===== config.mk =====
export PLATFORM = sky130hd
export DESIGN_NAME = pdu_receive_deframer
export DESIGN_NICKNAME = d
export VERILOG_FILES = /design/src/design/prd_pkg.sv /design/src/design/pdu_receive_deframer.sv /design/src/design/prd_core.sv /design/src/design/prd_out_reg.sv
export SDC_FILE = /design/constraint.sdc
export NUM_CORES = 1
export LEC_CHECK = 0
export BUFFER_PORTS_ARGS = -buffer_cell sky130_fd_sc_hd__buf_2
export CELL_PAD_IN_SITES_DETAIL_PLACEMENT = 0
export CELL_PAD_IN_SITES_GLOBAL_PLACEMENT = 1
export CORE_UTILIZATION = 42
export DETAILED_ROUTE_END_ITERATION = 10
export PLACE_DENSITY_LB_ADDON = 0.12
export SETUP_SLACK_MARGIN = 0.15
export SYNTH_ARGS = -nofsm -noshare
export SYNTH_HDL_FRONTEND = slang
export SYNTH_HIERARCHICAL = 1
export SYNTH_SLANG_ARGS = --single-unit

===== constraint.sdc =====
create_clock -name clock -period 4.55 [get_ports clock]
set_input_delay 0 -clock clock [delete_from_list [all_inputs] [get_ports clock]]
set_output_delay 0 -clock clock [all_outputs]
set_load 0.03 [all_outputs]

===== src/design/prd_pkg.sv =====
// shared constants and result word type for the pdu receive deframer
package prd_pkg;

   localparam int WORD_BYTES   = 8;
   localparam int LENGTH_BYTES = 4;

   localparam int BYTE_W      = 8;
   localparam int WORD_W      = WORD_BYTES * BYTE_W;
   localparam int LENGTH_W    = LENGTH_BYTES * BYTE_W;
   localparam int POS_W       = $clog2(WORD_BYTES);
   localparam int HDR_W       = $clog2(LENGTH_BYTES);
   localparam int SEG_SIZE_W  = 19;

   localparam logic [POS_W-1:0] POS_SUBSEG_COUNT = POS_W'(4);
   localparam logic [POS_W-1:0] POS_MSG_CODE     = POS_W'(6);
   localparam logic [POS_W-1:0] POS_LAST         = POS_W'(WORD_BYTES - 1);
   localparam logic [HDR_W-1:0] HDR_LAST         = HDR_W'(LENGTH_BYTES - 1);

   typedef struct packed {
      logic [WORD_W-1:0]     word;
      logic                  from_segment;
      logic                  last_of_pdu;
      logic [BYTE_W-1:0]     message_code;
      logic [BYTE_W-1:0]     segments_left;
      logic [SEG_SIZE_W-1:0] segment_size;
   } rsp_word_type;

endpackage


===== src/design/pdu_receive_deframer.sv =====
// top level of the pdu receive deframer: input register, core and result register
//
//  channel | direction | handshake            | word
//  req     | in        | req_valid/req_stall  | rx_byte, clear_all
//  rsp     | out       | rsp_valid/rsp_stall  | word, flags, message code, counts, size
//  csr     | in        | csr_write_enable     | logon code
//
// one byte a cycle while rsp is not stalled; an accepted byte waits in the input
// register until the core takes it, and its result word, if any, is on rsp the cycle after
// reset is synchronous and clears the deframer to await a control pdu length
// while rsp is stalled with a word held, one more byte is taken into the input
// register; further bytes are stalled until the held word is taken
module pdu_receive_deframer (
   input  logic                                clock,
   input  logic                                reset,
   input  logic                                req_valid,
   output logic                                req_stall,
   input  logic [prd_pkg::BYTE_W-1:0]          req_rx_byte,
   input  logic                                req_clear_all,
   output logic                                rsp_valid,
   input  logic                                rsp_stall,
   output logic [prd_pkg::WORD_W-1:0]          rsp_word,
   output logic                                rsp_from_segment,
   output logic                                rsp_last_of_pdu,
   output logic [prd_pkg::BYTE_W-1:0]          rsp_message_code,
   output logic [prd_pkg::BYTE_W-1:0]          rsp_segments_left,
   output logic [prd_pkg::SEG_SIZE_W-1:0]      rsp_segment_size,
   input  logic                                csr_write_enable,
   input  logic [prd_pkg::BYTE_W-1:0]          csr_write_data
);
   import prd_pkg::*;

   logic              in_valid_ff, in_valid_in;
   logic [BYTE_W-1:0] in_byte_ff;
   logic              in_clear_ff;
   logic              step;
   logic              res_valid;
   rsp_word_type      res_word;
   rsp_word_type      out_word;

   assign step        = in_valid_ff & (~rsp_valid | ~rsp_stall);
   assign req_stall   = in_valid_ff & ~step;
   assign in_valid_in = (req_valid & ~req_stall) | (in_valid_ff & ~step);

   always_ff @(posedge clock) begin
      if (reset) begin
         in_valid_ff <= 1'b0;
      end else begin
         in_valid_ff <= in_valid_in;
      end
   end

   always_ff @(posedge clock) begin
      if (req_valid && !req_stall) begin
         in_byte_ff  <= req_rx_byte;
         in_clear_ff <= req_clear_all;
      end
   end

   prd_core u_core (
      .clock            (clock),
      .reset            (reset),
      .step             (step),
      .rx_byte          (in_byte_ff),
      .clear_all        (in_clear_ff),
      .csr_write_enable (csr_write_enable),
      .csr_write_data   (csr_write_data),
      .res_valid        (res_valid),
      .res_word         (res_word)
   );

   prd_out_reg u_out_reg (
      .clock     (clock),
      .reset     (reset),
      .load      (step & res_valid),
      .load_word (res_word),
      .rsp_stall (rsp_stall),
      .rsp_valid (rsp_valid),
      .rsp_word  (out_word)
   );

   assign rsp_word          = out_word.word;
   assign rsp_from_segment  = out_word.from_segment;
   assign rsp_last_of_pdu   = out_word.last_of_pdu;
   assign rsp_message_code  = out_word.message_code;
   assign rsp_segments_left = out_word.segments_left;
   assign rsp_segment_size  = out_word.segment_size;

endmodule


===== src/design/prd_core.sv =====
// deframer state machine: length capture, word packing and header field capture
module prd_core (
   input  logic                            clock,
   input  logic                            reset,
   input  logic                            step,
   input  logic [prd_pkg::BYTE_W-1:0]      rx_byte,
   input  logic                            clear_all,
   input  logic                            csr_write_enable,
   input  logic [prd_pkg::BYTE_W-1:0]      csr_write_data,
   output logic                            res_valid,
   output prd_pkg::rsp_word_type           res_word
);
   import prd_pkg::*;

   typedef enum logic [1:0] {
      PH_CTRL_LEN  = 2'd0,
      PH_CTRL_DATA = 2'd1,
      PH_SEG_LEN   = 2'd2,
      PH_SEG_DATA  = 2'd3
   } phase_type;

   phase_type             phase_ff,   phase_in;
   logic [HDR_W-1:0]      hdr_ff,     hdr_in;
   logic [LENGTH_W-1:0]   remain_ff,  remain_in;
   logic [WORD_W-1:0]     acc_ff,     acc_in;
   logic [POS_W-1:0]      pos_ff,     pos_in;
   logic                  first_ff,   first_in;
   logic [BYTE_W-1:0]     subcnt_ff,  subcnt_in;
   logic [BYTE_W-1:0]     msg_ff,     msg_in;
   logic [SEG_SIZE_W-1:0] segsize_ff, segsize_in;
   logic [BYTE_W-1:0]     logon_ff;
   logic [BYTE_W-1:0]     subcnt_dec;
   logic                  seg;
   logic                  last;

   assign subcnt_dec = subcnt_ff - BYTE_W'(1);
   assign seg        = (phase_ff == PH_SEG_DATA);

   always_comb begin
      phase_in   = phase_ff;
      hdr_in     = hdr_ff;
      remain_in  = remain_ff;
      acc_in     = acc_ff;
      pos_in     = pos_ff;
      first_in   = first_ff;
      subcnt_in  = subcnt_ff;
      msg_in     = msg_ff;
      segsize_in = segsize_ff;
      res_valid  = 1'b0;
      last       = 1'b0;
      if (clear_all) begin
         phase_in   = PH_CTRL_LEN;
         hdr_in     = '0;
         remain_in  = '0;
         acc_in     = '0;
         pos_in     = '0;
         first_in   = 1'b1;
         subcnt_in  = '0;
         segsize_in = '0;
      end else if (phase_ff == PH_CTRL_LEN || phase_ff == PH_SEG_LEN) begin
         remain_in = {remain_ff[LENGTH_W-BYTE_W-1:0], rx_byte};
         if (hdr_ff != HDR_LAST) begin
            hdr_in = hdr_ff + HDR_W'(1);
         end else begin
            hdr_in   = '0;
            acc_in   = '0;
            pos_in   = '0;
            first_in = 1'b1;
            if (remain_in == '0) begin
               if (phase_ff == PH_SEG_LEN) begin
                  subcnt_in = subcnt_dec;
                  phase_in  = (subcnt_dec != '0) ? PH_SEG_LEN : PH_CTRL_LEN;
               end else begin
                  phase_in = PH_CTRL_LEN;
               end
            end else begin
               phase_in = (phase_ff == PH_SEG_LEN) ? PH_SEG_DATA : PH_CTRL_DATA;
            end
         end
      end else begin
         acc_in    = {acc_ff[WORD_W-BYTE_W-1:0], rx_byte};
         remain_in = (remain_ff != '0) ? remain_ff - LENGTH_W'(1) : remain_ff;
         if (first_ff) begin
            if (!seg) begin
               if (pos_ff == POS_SUBSEG_COUNT) begin
                  subcnt_in = rx_byte;
               end else if (pos_ff == POS_MSG_CODE) begin
                  msg_in = rx_byte;
               end
            end else if (pos_ff == POS_LAST && msg_ff == logon_ff) begin
               segsize_in = {acc_ff[BYTE_W-1:0], rx_byte, 3'b000};
            end
         end
         if (pos_ff != POS_LAST) begin
            pos_in = pos_ff + POS_W'(1);
         end else begin
            pos_in    = '0;
            first_in  = 1'b0;
            res_valid = 1'b1;
            last      = (remain_in == '0);
            if (last) begin
               if (seg) begin
                  subcnt_in = subcnt_dec;
                  phase_in  = (subcnt_dec != '0) ? PH_SEG_LEN : PH_CTRL_LEN;
               end else begin
                  phase_in = (subcnt_ff != '0) ? PH_SEG_LEN : PH_CTRL_LEN;
               end
               hdr_in   = '0;
               first_in = 1'b1;
            end
         end
      end
   end

   always_comb begin
      res_word.word          = acc_in;
      res_word.from_segment  = seg;
      res_word.last_of_pdu   = last;
      res_word.message_code  = msg_in;
      res_word.segments_left = subcnt_in;
      res_word.segment_size  = segsize_in;
   end

   always_ff @(posedge clock) begin
      if (reset) begin
         phase_ff   <= PH_CTRL_LEN;
         hdr_ff     <= '0;
         remain_ff  <= '0;
         acc_ff     <= '0;
         pos_ff     <= '0;
         first_ff   <= 1'b1;
         subcnt_ff  <= '0;
         msg_ff     <= '0;
         segsize_ff <= '0;
         logon_ff   <= '0;
      end else begin
         if (step) begin
            phase_ff   <= phase_in;
            hdr_ff     <= hdr_in;
            remain_ff  <= remain_in;
            acc_ff     <= acc_in;
            pos_ff     <= pos_in;
            first_ff   <= first_in;
            subcnt_ff  <= subcnt_in;
            msg_ff     <= msg_in;
            segsize_ff <= segsize_in;
         end
         if (csr_write_enable) begin
            logon_ff <= csr_write_data;
         end
      end
   end

endmodule


===== src/design/prd_out_reg.sv =====
// result word register with valid/stall handshake
module prd_out_reg (
   input  logic                  clock,
   input  logic                  reset,
   input  logic                  load,
   input  prd_pkg::rsp_word_type load_word,
   input  logic                  rsp_stall,
   output logic                  rsp_valid,
   output prd_pkg::rsp_word_type rsp_word
);
   import prd_pkg::*;

   logic         valid_ff, valid_in;
   rsp_word_type word_ff;

   assign valid_in  = load | (valid_ff & rsp_stall);
   assign rsp_valid = valid_ff;
   assign rsp_word  = word_ff;

   always_ff @(posedge clock) begin
      if (reset) begin
         valid_ff <= 1'b0;
      end else begin
         valid_ff <= valid_in;
      end
   end

   always_ff @(posedge clock) begin
      if (load) begin
         word_ff <= load_word;
      end
   end

endmodule


==> summary.md, run 1 <==
| Metric | Value |
|---|---|
| Worst setup margin | `0.556 ns` |
| Min cycle time layout | `3.99 ns` |
| Post-DR vias/cell | `5.59` |
| CTS tree | `done` |
| Num ports | `125` |
| Worst slew pin tran | `1.02 ns` |
| Worst Path Required | `5.04 ns` |
| Area growth from synthesis to layout | `18.0%` |
| GP Congestion | `0.877` |
| Die Span Y | `170 µm` |
| Post-synth ARST share | `0%` |
| Initial core utilization | `42.7%` |
| Final Max Tran Viols | `0` |
| Initial antenna violation count | `1` |
| Clock Tree Buf Depth | `3` |
| CTS root buf | `clkbuf_16` |
| Met2 GRT Util | `36.1%` |
| Cell row count | `61` |
| Pre-antenna DRT Iters | `5` |
| Drc violations | `0` |
| CTS clk-pin slew, worst paths | `0.06 ns` |
| Leak | `0.00532 µW` |
| Final net count | `1358` |
| Most common flop cell mapped by yosys | `dfxtp_1` |
| DIE AREA | `29000 µm²` |
| Drt total wl | `33200 µm` |
| CP Launch Type | `flip-flop` |
| WHS | `0.162 ns` |
| H-tree levels | `1` |
| Slowest stage delay, CP | `0.57 ns` |
| Peak supply drop | `0.254 mV` |
| Vias in the first global route | `8956` |
| Worst Skew | `0.00941 ns` |
| Hold crit path type | `primary input to flip-flop` |
| CTS Buf Count | `28` |
| Global-route track usage on met1 | `32.8%` |
| Gate Count Post-Synth | `1223` |
| Setup Slack @ Placement | `0.304 ns` |
| Proportion of layout cells with a drive suffix above 1 | `16.8%` |
| Largest net degree at the start of global routing | `88` |
| Post-route clock period utilization | `87.8%` |
| Non-filler instance count after layout | `1727` |
| Sink Count | `259` |
| First-pass GRT wire length | `51900 µm` |
| Crit Path Category | `flip-flop to flip-flop` |
| Post-DP HPWL | `21100 µm` |
| Hold Vio Cnt, Final | `0` |
| Skew-Pair Late Insertion Delay | `0.55 ns` |
| RSZ-0062 raised after global routing | `no` |
| Syn Std Cell Area | `11900 µm²` |
| Met3 Track Usage GR | `3.12%` |
| Max Cap Viol | `0` |
| Post-synthesis net count | `1254` |
| Pwr/cell area | `364 nW/µm²` |
| Finished Cell Area | `14000 µm²` |
| Library cells used by synthesis | `74` |
| Dpl cell area | `12800 µm²` |
| Setup TNS | `0 ns` |
| Crit-path cells | `inv_1 > ha_1 > nor3b_2 > nand2_2 > a2111oi_1 > xor2_1 > nor4_1 > and3_1 > and4b_1 > buf_4 > mux2i_1 > a221oi_1 > a31o_2` |
| Die width | `170 µm` |
| Postcts setup bufs | `0` |
| Antenna-violating nets left | `0` |
| EDFF count, synth | `110` |
| Placed Cells | `1644` |
| Synth Register Bits | `259` |
| Slew margin rel. | `31.7%` |
| Gr ovfl total | `0` |
| Gr usage total | `22.9%` |
| CP max stage cell | `a2111oi_1` |
| Synth Warn # | `6` |
| Crit path DAT | `4.49 ns` |
| Initial DRC count | `876` |
| Fmax | `250 MHz` |
| Gr busiest metal | `met2` |
| Ant diodes | `0` |
| I/O Buffers | `124` |
| Syn_area_per_cell | `9.73 µm²` |
| Crit path max fanout | `13` |
| Core Region | `27900 µm²` |
| Final setup vio count | `0` |
| Setup crit end kind | `flip-flop` |
| Wirelength per Cell | `19.2 µm` |
| Routed vias | `9648` |
| Outcome | `finished, final reports clean` |
| Seq/Total Area, Yosys | `52.8%` |
[area by class of cell]
class	instances	area [µm²]
inverter	19	72.6
tap	378	473
fill	2580	13800
timing repair buffer	182	1170
sequential	259	6290
clock buffer	41	759
clock inverter	11	115
multi-input combinational	837	5160
[synthesized netlist by cell type (all sizes together), types with 11 or more instances]
| master | count | area share (%) |
|---|---|---|
| a21oi | 72 | 3.0 |
| a22o | 59 | 4.3 |
| a22oi | 61 | 3.8 |
| and2 | 11 | 0.58 |
| buf | 20 | 1.0 |
| clkbuf | 88 | 2.8 |
| dfxtp | 149 | 25 |
| edfxtp | 110 | 28 |
| inv | 19 | 0.60 |
| mux2 | 11 | 1.0 |
| mux2i | 43 | 3.6 |
| nand2 | 63 | 2.0 |
| nand3 | 23 | 0.97 |
| nand4 | 11 | 0.63 |
| nor2 | 221 | 7.0 |
| nor3 | 56 | 2.4 |
| nor4 | 29 | 1.6 |
| o21ai | 26 | 1.1 |
| xnor2 | 15 | 1.1 |
[worst paths after layout]
kind | start | endpoint | slack [ns] | cells after the start
hold reg to reg | u_core/segsize_ff[0] | u_core/segsize_ff[0] | 0.46 | 1
setup reg to reg | u_core/remain_ff[1] | u_core/subcnt_ff[6] | 0.56 | 13
setup / recovery | u_core/remain_ff[1] | u_core/subcnt_ff[6] | 0.56 | 13
hold / removal | req_rx_byte[6] | in_byte_ff[6] | 0.16 | 2
[where the power goes]
part | switching [µW] | total, µW | internal [µW]
Clock | 900 | 2170 | 1270
Combinational | 311 | 477 | 165
Sequential | 37.9 | 2470 | 2430
[per-stage QoR]
step,power [µW],util (%)
2_1_floorplan,2820,-
5_1_grt,5300,50.4
6_report,5110,50.4
3_3_place_gp,2960,46.1
4_1_cts,5170,50.3
3_5_place_dp,2960,46.1
[what timing repair did]
action / in CTS / in global routing
hold buffers: 31 / 0
gates resized for setup: 0 / 4
setup endpoints to repair: 0 / 20
endpoints found under the hold margin: 79 / 0
[worst max-delay path: cells and delay by family (launching register included)]
kind            cells  cell delay [ns]
mux                 1             0.11
flops               1             0.40
simple gates        5             1.52
fa+ha+maj           1             0.23
xor+xnor            1             0.16
compound gates      3             1.16
buf+inv             2             0.36
[per-layer routing]
layer  vias to the layer above  share of wire (%)
li1                       4698                  -
met1                      4611                 47
met2                       292                 45
met3                        47                5.4
met4                         0                2.3
met5                         -                  0
[sequential cells by signal (all words and copies together) (netlist names), 2 cells and up]
| signal | flops |
|---|---|
| u_core/acc_ff | 64 |
| u_core/segsize_ff | 19 |
| u_core/phase_ff | 2 |
| u_core/pos_ff | 3 |
| u_core/hdr_ff | 2 |
| u_out_reg/rsp_word | 101 |
| u_core/subcnt_ff | 8 |
| in_byte_ff | 8 |
| u_core/remain_ff | 32 |
| u_core/logon_ff | 8 |
| u_core/msg_ff | 8 |
[cells by family (layout without fill, tap and decap cells)]
group                      count (synthesis)  count (layout)  synth area share (%)
AOI/OAI and AO/OA                        293             293                  17.8
xor gates and xnor gates                  21              21                  1.55
adders and majority gates                  9               9                 0.946
buffers and inverters                    127             253                  4.37
DFF                                      259             259                  52.8
muxes                                     54              54                  4.66
and+or+nand+nor                          460             460                  17.8
[cells in the final DEF (no fill, tap or decap), types with 31 or more instances in the layout]
cell type / count
nand2_1: 62
nor3_1: 56
a22o_1: 59
edfxtp_1: 110
a22oi_1: 61
mux2i_1: 43
nor2_1: 218
buf_2: 123
dlygate4sd3_1: 31
dfxtp_1: 148
a21oi_1: 72
(Power assumes the default switching activity.)
==> inputs of run 2 (changes only) <==
- SYNTH_HIERARCHICAL: 1 -> not set
==> summary.md, run 2 <==
| Metric | Value |
|---|---|
| Initial core utilization | `42.9%` |
| RSZ-0062 raised after global routing | `no` |
| Proportion of layout cells with a drive suffix above 1 | `16.3%` |
| Library cells used by synthesis | `66` |
| List of most frequent post-synthesis cells | `nand2_1, nor2_1, dfxtp_1` |
| Setup TNS | `0 ns` |
| Post-DP HPWL | `23300 µm` |
| Final Max Tran Viols | `0` |
| Crit-path cells | `inv_1 > ha_1 > or3b_1 > or4_4 > a2111oi_0 > xor2_1 > a221o_1 > nor4_4 > buf_4 > mux2i_1 > a211o_1 > o41ai_2` |
| CTS root buf | `clkbuf_16` |
| Leak | `0.00566 µW` |
| Number of buffers and inverters on the critical path | `2` |
| Hold crit path type | `primary input to flip-flop` |
| CP Launch Type | `flip-flop` |
| DIE AREA | `30100 µm²` |
| Cell row count | `62` |
| Initial antenna violation count | `0` |
| Finished Cell Area | `14700 µm²` |
| Most frequent cells in the layout | `nand2_1, nor2_1, dfxtp_1, a21oi_1, buf_2` |
| Die Span Y | `173 µm` |
| CTS tree | `done` |
| Worst setup margin | `0.420 ns` |
| Crit path DAT | `4.60 ns` |
| Clock Tree Buf Depth | `3` |
| Max reg flops | `101` |
| Largest net degree at the start of global routing | `141` |
| Final-layout fill cell count | `2686` |
| Post-synth ARST share | `0%` |
| Num ports | `125` |
| WHS | `0.165 ns` |
| Slowest stage delay, CP | `0.70 ns` |
| Ant diodes | `0` |
| Fmax | `242 MHz` |
| Synth Warn # | `0` |
| Crit Path Category | `flip-flop to flip-flop` |
| Min cycle time layout | `4.13 ns` |
| CTS clk-pin slew, worst paths | `0.07 ns` |
| Largest area contributor in the netlist | `edfxtp_1` |
| Critical path's top delay family | `compound AO/OA/AOI/OAI gates` |
| Antenna-violating nets left | `0` |
| First-pass GRT wire length | `57600 µm` |
| H-tree levels | `1` |
| Syn_area_per_cell | `9.10 µm²` |
| Setup crit end kind | `flip-flop` |
| Pre-antenna DRT Iters | `4` |
| CP max stage cell | `a2111oi_0` |
| Sink Count | `259` |
| Hold Vio Cnt, Final | `0` |
| Setup Slack @ Placement | `0.465 ns` |
| Postcts setup bufs | `0` |
| Dpl cell area | `13300 µm²` |
| Worst slew pin tran | `0.984 ns` |
| I/O Buffers | `124` |
| Post-route clock period utilization | `90.8%` |
| Hold buffers post-CTS | `37` |
| Syn Std Cell Area | `12300 µm²` |
| Routed vias | `10354` |
| Post-synthesis net count | `1387` |
| Area growth from synthesis to layout | `19.0%` |
| Fin util | `51.0%` |
| Die width | `173 µm` |
| Gr usage total | `24.2%` |
| Synth top area share | `26.8%` |
| Commonest non-fill, non-tap cell in the layout | `nand2_1` |
| Synth Register Bits | `259` |
| Crit path max fanout | `15` |
| Max Cap Viol | `0` |
| Resize count post-CTS | `0` |
| Seq/Total Area, Yosys | `50.9%` |
| CTS Buf Count | `29` |
| Initial DRC count | `659` |
| Core Region | `28800 µm²` |
| Most common flop cell mapped by yosys | `dfxtp_1` |
| Worst Path Required | `5.02 ns` |
| Slew margin rel. | `34.0%` |
| Peak supply drop | `0.329 mV` |
| Pwr/cell area | `363 nW/µm²` |
| Skew-Pair Late Insertion Delay | `0.56 ns` |
| Drc violations | `0` |
| Cell with the most instances after synthesis | `nand2_1` |
| Final setup vio count | `0` |
| EDFF count, synth | `110` |
| Drt total wl | `36900 µm` |
| Outcome | `finished, final reports clean` |
| Post-DR vias/cell | `5.50` |
| Worst Skew | `0.0108 ns` |
| Gr ovfl total | `0` |
| Vias in the first global route | `10010` |
| Dominant cells by area after synthesis | `edfxtp_1, dfxtp_1, mux2i_1, nand2_1, a21oi_1` |
| Gate Count Post-Synth | `1356` |
| Final net count | `1506` |
| GP Congestion | `0.870` |
| Wirelength per Cell | `19.6 µm` |
run 2: cell count changes in the layout (fill, tap and decap cells not counted), moves of 12 or more:
cell / before / now
a22oi_1: 61 / 14
nor3_1: 56 / 44
a21oi_1: 72 / 144
nand2_1: 62 / 207
nor2_1: 218 / 192
a22o_1: 59 / 0
mux2i_1: 43 / 94
run 2: cell families (layout without fill, tap and decap cells):
group / Yosys count / in the layout / synth area share (%)
AOI/OAI and AO/OA: 251 / 251 / 12.1
xor gates and xnor gates: 26 / 26 / 1.85
adders and majority gates: 9 / 9 / 0.913
buffers and inverters: 122 / 264 / 3.98
DFF: 259 / 259 / 50.9
muxes: 108 / 108 / 8.90
and+or+nand+nor: 581 / 581 / 21.3
run 2: metal layers:
metal / global-route usage, % / wire length, µm
met1: 32.8 / 16600
met5: 0 / 0
met2: 39.1 / 16900
met3: 4.32 / 2200
met4: 8.22 / 1200
run 2: path summary, 6_finish.rpt:
kind	start	depth (start not counted)	slack, ns	end
setup / recovery	u_core.remain_ff[1]	12	0.42	u_core.subcnt_ff[3]
hold / removal	req_rx_byte[1]	2	0.16	in_byte_ff[1]
setup reg to reg	u_core.remain_ff[1]	12	0.42	u_core.subcnt_ff[3]
hold reg to reg	u_core.segsize_ff[0]	1	0.45	u_core.segsize_ff[0]
run 2: metrics by stage:
| step | std cells | power (µW) |
|---|---|---|
| 2_1_floorplan | 1356 | 2760 |
| 3_3_place_gp | 1791 | 2890 |
| 3_5_place_dp | 1791 | 2890 |
| 4_1_cts | 1882 | 5390 |
| 5_1_grt | 1882 | 5510 |
| 6_report | 1882 | 5330 |
run 2: cell type report:
| type | count | area, µm² | area share (%) |
|---|---|---|---|
| clock inverter | 17 | 229 | 1.56 |
| clock buffer | 37 | 776 | 5.28 |
| tap | 384 | 480 | 3.27 |
| multi-input combinational | 975 | 5580 | 38.0 |
| sequential | 259 | 6290 | 42.8 |
| inverter | 15 | 58.8 | 0.400 |
| timing repair buffer | 195 | 1270 | 8.67 |
run 2: power breakdown:
group          switching (µW)  leakage (µW)  internal [µW]
sequential               36.5       0.00236           2430
clock                     970      0.000496           1490
combinational             265       0.00281            145
total                    1270       0.00566           4060
